$ cat src/rtl/core/trcp_pkg.sv
`default_nettype none

package trcp_pkg;

    // Field and state widths
    localparam int LEN_W   = 7;
    localparam int CHAR_W  = 8;
    localparam int VAL_W   = 16;
    localparam int IDX_W   = 6;
    localparam int IDLE_W  = 16;
    localparam int CNT_W   = 7;
    localparam int STAT_W  = 3;

    // Config port
    localparam int CFG_AW  = 4;
    localparam int CFG_DW  = 32;

    // Register word indexes (paddr[3:2])
    localparam logic [1:0] CFG_FIRST_LETTER   = 2'd0;
    localparam logic [1:0] CFG_REGISTER_COUNT = 2'd1;
    localparam logic [1:0] CFG_IDLE_LIMIT     = 2'd2;

    // Register reset values
    localparam logic [CHAR_W-1:0] RST_FIRST_LETTER   = 8'd65;
    localparam logic [CNT_W-1:0]  RST_REGISTER_COUNT = 7'd8;
    localparam logic [IDLE_W-1:0] RST_IDLE_LIMIT     = 16'd10;

    // Result status codes
    localparam logic [STAT_W-1:0] STATUS_NONE     = 3'd0;
    localparam logic [STAT_W-1:0] STATUS_ACCEPTED = 3'd1;
    localparam logic [STAT_W-1:0] STATUS_WRONG    = 3'd2;
    localparam logic [STAT_W-1:0] STATUS_UNKNOWN  = 3'd3;
    localparam logic [STAT_W-1:0] STATUS_TIMEOUT  = 3'd4;

    typedef struct packed {
        logic              has_char;
        logic [CHAR_W-1:0] char_code;
    } t_cmd_item;

    typedef struct packed {
        logic [STAT_W-1:0] status;
        logic              write_enable;
        logic [IDX_W-1:0]  reg_index;
        logic [VAL_W-1:0]  reg_value;
    } t_res_item;

    typedef struct packed {
        logic [CHAR_W-1:0] first_letter;
        logic [CNT_W-1:0]  register_count;
        logic [IDLE_W-1:0] idle_limit;
    } t_cfg;

endpackage

`default_nettype wire

$ cat src/rtl/core/trcp_if.sv
`default_nettype none

// Command character channel
interface trcp_cmd_if;
    import trcp_pkg::*;
    logic      valid;
    logic      ready;
    t_cmd_item data;
    modport source (output valid, output data, input ready);
    modport sink   (input valid, input data, output ready);
endinterface

// Parse result channel
interface trcp_res_if;
    import trcp_pkg::*;
    logic      valid;
    logic      ready;
    t_res_item data;
    modport source (output valid, output data, input ready);
    modport sink   (input valid, input data, output ready);
endinterface

`default_nettype wire

$ cat src/rtl/core/trcp_apb_regs.sv
`default_nettype none

module trcp_apb_regs (
    input  logic                     i_clk,
    input  logic                     i_rst_n,
    input  logic                     psel,
    input  logic                     penable,
    input  logic                     pwrite,
    input  logic [trcp_pkg::CFG_AW-1:0] paddr,
    input  logic [trcp_pkg::CFG_DW-1:0] pwdata,
    output logic [trcp_pkg::CFG_DW-1:0] prdata,
    output logic                     pready,
    output trcp_pkg::t_cfg           o_cfg
);
    import trcp_pkg::*;

    logic [CHAR_W-1:0] r_first_letter;
    logic [CNT_W-1:0]  r_register_count;
    logic [IDLE_W-1:0] r_idle_limit;
    logic              wr_en;
    logic [1:0]        word_sel;

    assign pready   = 1'b1;
    assign wr_en    = psel && penable && pwrite;
    assign word_sel = paddr[3:2];

    // Register writes
    always_ff @(posedge i_clk) begin
        if (!i_rst_n) begin
            r_first_letter   <= RST_FIRST_LETTER;
            r_register_count <= RST_REGISTER_COUNT;
            r_idle_limit     <= RST_IDLE_LIMIT;
        end else if (wr_en) begin
            unique case (word_sel)
                CFG_FIRST_LETTER:   r_first_letter   <= pwdata[CHAR_W-1:0];
                CFG_REGISTER_COUNT: r_register_count <= pwdata[CNT_W-1:0];
                CFG_IDLE_LIMIT:     r_idle_limit     <= pwdata[IDLE_W-1:0];
                default: ;
            endcase
        end
    end

    // Read mux
    always_comb begin
        unique case (word_sel)
            CFG_FIRST_LETTER:   prdata = {{(CFG_DW-CHAR_W){1'b0}}, r_first_letter};
            CFG_REGISTER_COUNT: prdata = {{(CFG_DW-CNT_W){1'b0}}, r_register_count};
            CFG_IDLE_LIMIT:     prdata = {{(CFG_DW-IDLE_W){1'b0}}, r_idle_limit};
            default:            prdata = '0;
        endcase
    end

    assign o_cfg.first_letter   = r_first_letter;
    assign o_cfg.register_count = r_register_count;
    assign o_cfg.idle_limit     = r_idle_limit;

endmodule

`default_nettype wire

$ cat src/rtl/core/trcp_parser.sv
`default_nettype none

module trcp_parser #(
    parameter int LINE_LIMIT = 100
) (
    input  logic                i_clk,
    input  logic                i_rst_n,
    input  logic                i_step,
    input  trcp_pkg::t_cmd_item i_item,
    input  trcp_pkg::t_cfg      i_cfg,
    output trcp_pkg::t_res_item o_res
);
    import trcp_pkg::*;

    localparam logic [LEN_W-1:0]  LIMIT     = LEN_W'(LINE_LIMIT);
    localparam logic [CNT_W-1:0]  MAX_REGS  = 7'd64;
    localparam logic [CNT_W-1:0]  DCNT_MAX  = 7'd127;
    localparam logic [CHAR_W-1:0] CH_SEMI   = 8'h3B;
    localparam logic [CHAR_W-1:0] CH_EQ     = 8'h3D;
    localparam logic [CHAR_W-1:0] CH_X      = 8'h78;
    localparam logic [CHAR_W-1:0] CH_0      = 8'h30;
    localparam logic [CHAR_W-1:0] CH_9      = 8'h39;
    localparam logic [CHAR_W-1:0] CH_LA     = 8'h61;
    localparam logic [CHAR_W-1:0] CH_LF     = 8'h66;
    localparam logic [CHAR_W-1:0] CH_UA     = 8'h41;
    localparam logic [CHAR_W-1:0] CH_UF     = 8'h46;
    localparam logic [CHAR_W-1:0] TEN       = 8'd10;
    localparam logic [LEN_W-1:0]  POS_LET   = 7'd0;
    localparam logic [LEN_W-1:0]  POS_EQ    = 7'd1;
    localparam logic [LEN_W-1:0]  POS_HEX   = 7'd3;

    // Line state
    logic [LEN_W-1:0]  r_line_length, n_line_length;
    logic [IDLE_W-1:0] r_idle_count,  n_idle_count;
    logic [CHAR_W-1:0] r_letter,      n_letter;
    logic              r_equals,      n_equals;
    logic              r_hex,         n_hex;
    logic [CNT_W-1:0]  r_digit_count, n_digit_count;
    logic [VAL_W-1:0]  r_accum,       n_accum;
    logic              r_fmt_err,     n_fmt_err;
    logic              r_ovf,         n_ovf;

    logic [CHAR_W-1:0] c;
    logic              is_dec, is_lo, is_up, is_digit;
    logic [3:0]        dval;
    logic [19:0]       acc_x10, acc_x16, next_val;
    logic [CNT_W-1:0]  cnt;
    logic [CHAR_W:0]   upper;
    logic              in_range, known, hex_start;

    assign c = i_item.char_code;

    // Digit decode for the current base
    always_comb begin
        is_dec   = (c >= CH_0) && (c <= CH_9);
        is_lo    = r_hex && (c >= CH_LA) && (c <= CH_LF);
        is_up    = r_hex && (c >= CH_UA) && (c <= CH_UF);
        is_digit = is_dec || is_lo || is_up;
        if (is_dec)      dval = 4'(c - CH_0);
        else if (is_lo)  dval = 4'(c - CH_LA + TEN);
        else             dval = 4'(c - CH_UA + TEN);
    end

    // Accumulate: value * base + digit, base 10 as two shifts
    assign acc_x10  = ({4'b0, r_accum} << 3) + ({4'b0, r_accum} << 1);
    assign acc_x16  = {r_accum, 4'b0};
    assign next_val = (r_hex ? acc_x16 : acc_x10) + {16'b0, dval};

    // Letter range check, count capped at 64
    assign cnt      = (i_cfg.register_count > MAX_REGS) ? MAX_REGS : i_cfg.register_count;
    assign upper    = {1'b0, i_cfg.first_letter} + {2'b0, cnt};
    assign in_range = (r_letter >= i_cfg.first_letter) && ({1'b0, r_letter} < upper);
    assign known    = in_range && r_equals && (r_line_length >= POS_HEX);

    assign hex_start = (r_line_length == POS_HEX) && (c == CH_X) && !r_hex && !r_fmt_err
                       && (r_digit_count == 7'd1) && (r_accum == '0);

    // Next state and result
    always_comb begin
        n_line_length = r_line_length;
        n_idle_count  = r_idle_count;
        n_letter      = r_letter;
        n_equals      = r_equals;
        n_hex         = r_hex;
        n_digit_count = r_digit_count;
        n_accum       = r_accum;
        n_fmt_err     = r_fmt_err;
        n_ovf         = r_ovf;
        o_res         = '0;
        o_res.status  = STATUS_NONE;

        if (i_item.has_char) begin
            n_idle_count = '0;
            if (r_line_length < LIMIT) begin
                n_line_length = r_line_length + 7'd1;
                if (c == CH_SEMI) begin
                    // end of command: evaluate and empty the line
                    if (!known) begin
                        o_res.status = STATUS_UNKNOWN;
                    end else if (r_fmt_err || r_ovf || (r_hex && r_digit_count == '0)) begin
                        o_res.status = STATUS_WRONG;
                    end else begin
                        o_res.status       = STATUS_ACCEPTED;
                        o_res.write_enable = 1'b1;
                        o_res.reg_index    = IDX_W'(r_letter - i_cfg.first_letter);
                        o_res.reg_value    = r_accum;
                    end
                    n_line_length = '0;
                    n_letter      = '0;
                    n_equals      = 1'b0;
                    n_hex         = 1'b0;
                    n_digit_count = '0;
                    n_accum       = '0;
                    n_fmt_err     = 1'b0;
                    n_ovf         = 1'b0;
                end else if (r_line_length == POS_LET) begin
                    n_letter = c;
                end else if (r_line_length == POS_EQ) begin
                    n_equals = (c == CH_EQ);
                end else if (hex_start) begin
                    n_hex         = 1'b1;
                    n_digit_count = '0;
                end else if (!is_digit) begin
                    n_fmt_err = 1'b1;
                end else begin
                    if (!r_ovf) begin
                        if (next_val[19:16] != 4'd0) n_ovf = 1'b1;
                        else n_accum = next_val[VAL_W-1:0];
                    end
                    if (r_digit_count < DCNT_MAX) n_digit_count = r_digit_count + 7'd1;
                end
            end
        end else begin
            // idle poll: count, then time out a partial line
            if (r_idle_count < i_cfg.idle_limit) begin
                n_idle_count = r_idle_count + 16'd1;
            end else if (r_line_length != '0) begin
                o_res.status  = STATUS_TIMEOUT;
                n_line_length = '0;
                n_letter      = '0;
                n_equals      = 1'b0;
                n_hex         = 1'b0;
                n_digit_count = '0;
                n_accum       = '0;
                n_fmt_err     = 1'b0;
                n_ovf         = 1'b0;
            end
        end
    end

    always_ff @(posedge i_clk) begin
        if (!i_rst_n) begin
            r_line_length <= '0;
            r_idle_count  <= '0;
            r_letter      <= '0;
            r_equals      <= 1'b0;
            r_hex         <= 1'b0;
            r_digit_count <= '0;
            r_accum       <= '0;
            r_fmt_err     <= 1'b0;
            r_ovf         <= 1'b0;
        end else if (i_step) begin
            r_line_length <= n_line_length;
            r_idle_count  <= n_idle_count;
            r_letter      <= n_letter;
            r_equals      <= n_equals;
            r_hex         <= n_hex;
            r_digit_count <= n_digit_count;
            r_accum       <= n_accum;
            r_fmt_err     <= n_fmt_err;
            r_ovf         <= n_ovf;
        end
    end

endmodule

`default_nettype wire

$ cat src/rtl/core/terminal_register_command_parser_top.sv
// Channel   Dir  Word                                   Handshake
// i_cmd     in   has_char, char_code                    valid/ready
// o_res     out  status, write_enable, reg_index/value  valid/ready
// APB       in   first_letter, register_count, idle_lim psel/penable, pready tied high
//
// One word per cycle sustained while o_res is ready; each word passes the input
// register, then one parse step into the result register.
// The parse step runs whenever the input register holds a word and the
// result register is empty or being drained; o_res stalls back up into
// i_cmd.ready through that condition. Reset (synchronous, active low)
// empties both registers, clears the line state and restores register defaults.
`default_nettype none

module terminal_register_command_parser_top #(
    parameter int LINE_LIMIT = 100
) (
    input  logic                        i_clk,
    input  logic                        i_rst_n,
    trcp_cmd_if.sink                    i_cmd,
    trcp_res_if.source                  o_res,
    input  logic                        psel,
    input  logic                        penable,
    input  logic                        pwrite,
    input  logic [trcp_pkg::CFG_AW-1:0] paddr,
    input  logic [trcp_pkg::CFG_DW-1:0] pwdata,
    output logic [trcp_pkg::CFG_DW-1:0] prdata,
    output logic                        pready
);
    import trcp_pkg::*;

    t_cfg      cfg;
    t_cmd_item r_in;
    logic      r_in_valid;
    t_res_item r_res, n_res;
    logic      r_res_valid;
    logic      step, in_take;

    trcp_apb_regs u_regs (
        .i_clk   (i_clk),
        .i_rst_n (i_rst_n),
        .psel    (psel),
        .penable (penable),
        .pwrite  (pwrite),
        .paddr   (paddr),
        .pwdata  (pwdata),
        .prdata  (prdata),
        .pready  (pready),
        .o_cfg   (cfg)
    );

    trcp_parser #(.LINE_LIMIT(LINE_LIMIT)) u_parser (
        .i_clk   (i_clk),
        .i_rst_n (i_rst_n),
        .i_step  (step),
        .i_item  (r_in),
        .i_cfg   (cfg),
        .o_res   (n_res)
    );

    // Pipeline control
    assign step        = r_in_valid && (!r_res_valid || o_res.ready);
    assign i_cmd.ready = !r_in_valid || step;
    assign in_take     = i_cmd.valid && i_cmd.ready;

    // Input register
    always_ff @(posedge i_clk) begin
        if (!i_rst_n) begin
            r_in_valid <= 1'b0;
        end else if (in_take) begin
            r_in_valid <= 1'b1;
        end else if (step) begin
            r_in_valid <= 1'b0;
        end
    end

    always_ff @(posedge i_clk) begin
        if (in_take) begin
            r_in <= i_cmd.data;
        end
    end

    // Result register
    always_ff @(posedge i_clk) begin
        if (!i_rst_n) begin
            r_res_valid <= 1'b0;
        end else if (step) begin
            r_res_valid <= 1'b1;
        end else if (o_res.ready) begin
            r_res_valid <= 1'b0;
        end
    end

    always_ff @(posedge i_clk) begin
        if (step) begin
            r_res <= n_res;
        end
    end

    assign o_res.valid = r_res_valid;
    assign o_res.data  = r_res;

endmodule

`default_nettype wire

$ cat src/flat_wrapper.sv
// flat-port wrapper written by rule: the top's interface ports become plain ports
module terminal_register_command_parser_top_flat import trcp_pkg::*;
#(
    parameter int LINE_LIMIT = 100
)
  (i_clk, i_rst_n, psel, penable, pwrite, paddr, pwdata, prdata, pready, i_cmd_valid, i_cmd_data, i_cmd_ready, o_res_valid, o_res_data, o_res_ready);
  trcp_cmd_if i_cmd_i ();
  trcp_res_if o_res_i ();
  input  logic i_clk;
  input  logic i_rst_n;
  input  logic psel;
  input  logic penable;
  input  logic pwrite;
  input  logic [trcp_pkg::CFG_AW-1:0] paddr;
  input  logic [trcp_pkg::CFG_DW-1:0] pwdata;
  output logic [trcp_pkg::CFG_DW-1:0] prdata;
  output logic pready;
  input wire logic [$bits(i_cmd_i.valid)-1:0] i_cmd_valid;
  input wire logic [$bits(i_cmd_i.data)-1:0] i_cmd_data;
  output wire logic [$bits(i_cmd_i.ready)-1:0] i_cmd_ready;
  output wire logic [$bits(o_res_i.valid)-1:0] o_res_valid;
  output wire logic [$bits(o_res_i.data)-1:0] o_res_data;
  input wire logic [$bits(o_res_i.ready)-1:0] o_res_ready;
  assign i_cmd_i.valid = i_cmd_valid;
  assign i_cmd_i.data = i_cmd_data;
  assign i_cmd_ready = i_cmd_i.ready;
  assign o_res_valid = o_res_i.valid;
  assign o_res_data = o_res_i.data;
  assign o_res_i.ready = o_res_ready;
  terminal_register_command_parser_top #(.LINE_LIMIT(LINE_LIMIT)) u_core (.i_clk(i_clk), .i_rst_n(i_rst_n), .i_cmd(i_cmd_i), .o_res(o_res_i), .psel(psel), .penable(penable), .pwrite(pwrite), .paddr(paddr), .pwdata(pwdata), .prdata(prdata), .pready(pready));
endmodule
$ cat config.mk
export PLATFORM = sky130hd
export DESIGN_NAME = terminal_register_command_parser_top_flat
export DESIGN_NICKNAME = d
export VERILOG_FILES = /design/src/rtl/core/trcp_pkg.sv /design/src/rtl/core/trcp_if.sv /design/src/rtl/core/trcp_apb_regs.sv /design/src/rtl/core/trcp_parser.sv /design/src/rtl/core/terminal_register_command_parser_top.sv /design/src/flat_wrapper.sv
export SDC_FILE = /design/constraint.sdc
export NUM_CORES = 1
export LEC_CHECK = 0
export ABC_AREA = 1
export BUFFER_PORTS_ARGS = -buffer_cell sky130_fd_sc_hd__buf_2
export CORE_MARGIN = 2
export CORE_UTILIZATION = 50
export DETAILED_ROUTE_END_ITERATION = 12
export PLACE_DENSITY = 0.75
export SKIP_LAST_GASP = 1
export SYNTH_ARGS = -nofsm -noshare
export SYNTH_HDL_FRONTEND = slang
export SYNTH_SLANG_ARGS = --single-unit
$ cat constraint.sdc
create_clock -name i_clk -period 3.8 [get_ports i_clk]
set_input_delay 0.57 -clock i_clk [delete_from_list [all_inputs] [get_ports i_clk]]
set_output_delay 0.57 -clock i_clk [all_outputs]
set_load 0.005 [all_outputs]
After elaboration in Yosys (flattened, before gate mapping)

Cells that the tools add are included.

Logic and storage cells: 202
Output and inout port bits: 61
Input bits: 52
Bits in registers: 126

Mux-type cells: 79
Reductions and logical operators: 52
Order comparisons: 13
Add/sub/neg operators: 12
Bitwise logic cells: 4
Equality and inequality tests: 22

Operator list:

| kind                  | count |
|---|---|
| $mux 16               | 13 |
| $mux 7                | 14 |
| $mux 26               | 2 |
| $mux 8                | 6 |
| $pmux 16 s3           | 1 |
| $mux 23               | 2 |
| $mux 1                | 33 |
| $ne 3x3->1 const B    | 10 |
| $reduce_and 8->1      | 3 |
| $add 19x17->20        | 1 |
| $add 20x4->20         | 1 |
| $mux 20               | 1 |
| $logic_and 1x1->1     | 18 |
| $add 16x1->16 const B | 1 |
| $eq 8x6->1 const B    | 2 |
| $ge 8x7->1 const B    | 2 |
| $le 8x7->1 const B    | 2 |
| $logic_not 16->1      | 1 |
| $lt 16x16->1          | 1 |
| $add 7x1->7 const B   | 2 |
| $eq 7x1->1 const B    | 2 |
| $logic_not 7->1       | 2 |
| $lt 7x7->1 const B    | 2 |
| $mux 3                | 4 |
| 33 further kinds      | 56 |

Depth between registers and ports, before layout

Word-level depth: 16
Depth in mapped cells: 28
Gate-level depth less buffers: 28

Modules after synthesis

Synthesis repeated with hierarchy kept, for this count alone.

Cell total of the unflattened synthesis: 1351
Area, all modules: 9095.0 um2

By module, submodules not included:

| module                               | instances | area an instance (um2) | cells an instance |
|---|---|---|---|
| trcp_parser                          | 1         | 6258.5                 | 1046 |
| trcp_apb_regs                        | 1         | 1690.4                 | 257 |
| terminal_register_command_parser_top | 1         | 1146.1                 | 48 |

Least setup slack after synthesis

No wires, ideal clock.

Kind: flip-flop to flip-flop
Start: reg u_core.r_in[1] (netlist name)
End: reg u_core.u_parser.r_accum[13]
Clock period less this slack: 3.243 ns
Path slack: 0.557 ns
Cell stages (with the launch flop): 29
Data arrival time: 3.129 ns
Path buffers: 1
Data required time: 3.687 ns
Cell sequence: edfxtp_1 -> inv_1 -> ha_1 -> o21ai_0 -> a21oi_1 -> inv_1 -> nand2_1 -> o21ai_0 -> ha_1 -> fa_1 -> nand2_1 -> nand2_1 -> nand2_1 -> a21oi_2 -> nand3_1 -> nor2_2 -> nand2_2 -> nor2_4 -> nand3_1 -> nand2_1 -> nand2_1 -> nand2_1 -> inv_1 -> nand3_2 -> nand2_4 -> buf_8 -> nand3_1 -> nand2_1 -> nor2_2

Longest elaborated chain between the ends: 15
Elaborated cells on any way between the ends: 45

Ends and longest elaborated chain:

| what                                                                   | line                                       | RTL |
|---|---|---|
| start: declaration                                                     | terminal_register_command_parser_top.sv:32 | `t_cmd_item r_in;` |
| start signal: assignment                                               | terminal_register_command_parser_top.sv:78 | `r_in <= i_cmd.data;` |
| parallel branches: the longest is 15 deep, another holds $add 20x4->20 | -                                          |  |
| end signal: assignment                                                 | trcp_parser.sv:169                         | `r_accum <= n_accum;` |
| end: declaration                                                       | trcp_parser.sv:39                          | `logic [VAL_W-1:0] r_accum, n_accum;` |

Several ways; the timed one is not identified. The select of a mux whose other input is x is not followed.
A chain may end at the register's enable or synchronous reset.

Final worst setup path

Start: reg u_core.r_in[0] (netlist name)
End: reg u_core.u_parser.r_accum[14]

Same word-level chain as after synthesis.

==> results.txt <==
Ant. Diodes = 0
Finished Cell Area = 9580 µm²
Achievable Freq = 284 MHz
Initial Util = 51.0%
antenna violations before repair = 0
CTS buffer count = 17
Cells after DPL = 1444
Post-DP HPWL = 14800 µm
Max VDD drop = 0.323 mV
Async SR Flop Fraction = 0%
Arr. time, crit path = 3.89 ns
area delta synth->final = 13.7%
clk_lat worst skew = 0.44 ns
clock period minus final worst setup slack = 3.52 ns
CTS clk-pin slew, worst paths = 0.06 ns
routed vias = 7658
CTS tree = built
most used cell, CP = nand2_1
Synth top area share = 21.6%
die height = 134 µm
Syn Inst Count = 1164
largest net degree at the start of global routing = 33
Main synth FF type = dfxtp_1
leakage power total = 4.39 nW
Max-cap violations = 0
DRT iter0 DRCs = 488
Num Clock Sinks = 126
Fin Setup TNS = 0 ns
Final Util = 58.0%
CTS Buffer Depth = 2
DR DRC count = 0
Yosys reg bits = 126
HP Class = input port to flop
first-pass GRT wire length = 32500 µm
FP Rows = 47
TritonRoute pass-1 iters = 6
worst slew pin tran = 0.711 ns
Ys Warns = 0
most frequent cell after synthesis = nand2_1
share of cells above drive strength 1 = 15.0%
I/O Pins = 113
remaining antenna violation count after routing = 0
IO buf count = 77
Final nets = 1368
top cell type by total area after synthesis = dfxtp_1
routed len/inst = 13.4 µm
Setup-failing EPs final = 0
fin worst setup slack = 0.279 ns
vias in the first global route = 6855
Mapped Area = 8430 µm²
top cells by count, synth = nand2_1, inv_1, nor2_1
Slowest-stage cell, CP = edfxtp_1
WHS = 0.310 ns
GPL Wtd Cong = 0.922
count of final max-slew check failures = 0
final std cells w/o fill = 1479
endpoint type of the worst setup path = flop
Tot Pwr = 3.28 mW
critical path's top delay family = simple AND/OR/NAND/NOR gates
Post-synth EDFFs = 35
Crit Path Class = flop to flop
width of the die = 134 µm
GRT Residual Overflow = 0
Power Density = 343 nW/µm²
Total GRT Usage = 22.5%
Fin. Hold Viols = 0
startpoint types = flop
sequential fraction of the synthesis area = 34.1%
Final Skew = 0.0210 ns
Max FO, Critical Path = 7
Tcrit/Tclk final = 92.7%
Root Buffer Master = clkbuf_16
dpl ws = 0.0749 ns
post-DR vias/cell = 5.18
Distinct cells, synth = 50
Crit path required time = 4.17 ns
status = finished, final reports clean
syn avg cell area = 7.24 µm²
depth of the CTS H-tree = 4
Post-DP Area = 8950 µm²
Worst path max stage delay = 0.41 ns
DIE AREA = 17900 µm²
CP bufs+invs = 1
ranking of synthesized cells by area = dfxtp_1, edfxtp_1, nand2_1
Post-Route WL = 19800 µm
max_slew headroom = 52.2%
core outline area = 16500 µm²
metal layers:
metal | wire (µm) | global-route usage, % | vias to the layer above
met5 | 0 | 0 | -
met4 | 210 | 6.62 | 0
met2 | 9030 | 35.2 | 232
met3 | 1090 | 4.95 | 22
li1 | - | - | 3966
met1 | 9450 | 31.2 | 3438
power by group:
| group | internal [mW] | switching [mW] | total [mW] |
|---|---|---|---|
| Sequential | 1.41 | 0.0221 | 1.43 |
| Combinational | 0.0962 | 0.175 | 0.272 |
| Clock | 0.929 | 0.649 | 1.58 |
| Total | 2.44 | 0.847 | 3.28 |
layout by cell type, fill, tap and decap left out, types with 13 or more instances in the layout:
cell type,instances
nand2_1,246
inv_1,165
nor2_1,112
a21oi_1,93
dfxtp_1,91
buf_2,77
nand3_1,70
ha_1,65
o21ai_0,53
edfxtp_1,35
conb_1,17
clkbuf_16,17
xor2_1,16
nand4_1,16
nor3_1,16
a21oi_2,15
buf_4,13
final cells by class:
cell class | instances | area, µm²
multi-input combinational | 832 | 4710
fill | 1552 | 6940
tap | 220 | 275
timing repair buffer | 90 | 483
clock inverter | 13 | 125
clock buffer | 19 | 443
sequential | 126 | 2870
inverter | 179 | 672
repair_timing:
item,CTS,global route
endpoints found under the setup margin,0,17
setup buffers,0,1
hold buffers,0,0
resized for setup,0,9
cells by family after synthesis:
group,Yosys count,synth area share (%)
XOR/XNOR,21,2.18
AND/OR/NAND/NOR,515,27.4
AO/OA/AOI/OAI,207,14.1
adder cells (fa/ha/maj),70,10.7
other,2,0.0891
flip-flops,126,34.1
buffers and inverters,223,11.4
state kept, by name (all words and copies together) (netlist names):
signal,cells
u_core.o_res.data,26
u_core.o_res.valid,1
u_core.r_in,9
u_core.r_in_valid,1
u_core.u_parser.r_accum,16
u_core.u_parser.r_digit_count,7
u_core.u_parser.r_equals,1
u_core.u_parser.r_fmt_err,1
u_core.u_parser.r_hex,1
u_core.u_parser.r_idle_count,16
u_core.u_parser.r_letter,8
u_core.u_parser.r_line_length,7
u_core.u_parser.r_ovf,1
u_core.u_regs.r_first_letter,8
u_core.u_regs.r_idle_limit,16
u_core.u_regs.r_register_count,7
worst paths after layout:
check | start | to | slack, ns | depth (start not counted)
setup / recovery | u_core.r_in[0] | u_core.u_parser.r_accum[14] | 0.28 | 25
hold reg to reg | u_core.u_parser.r_equals | u_core.u_parser.r_equals | 0.48 | 2
setup reg to reg | u_core.r_in[0] | u_core.u_parser.r_accum[14] | 0.28 | 25
hold / removal | i_cmd_data[2] | u_core.r_in[2] | 0.31 | 1
(Power assumes the default switching activity.)
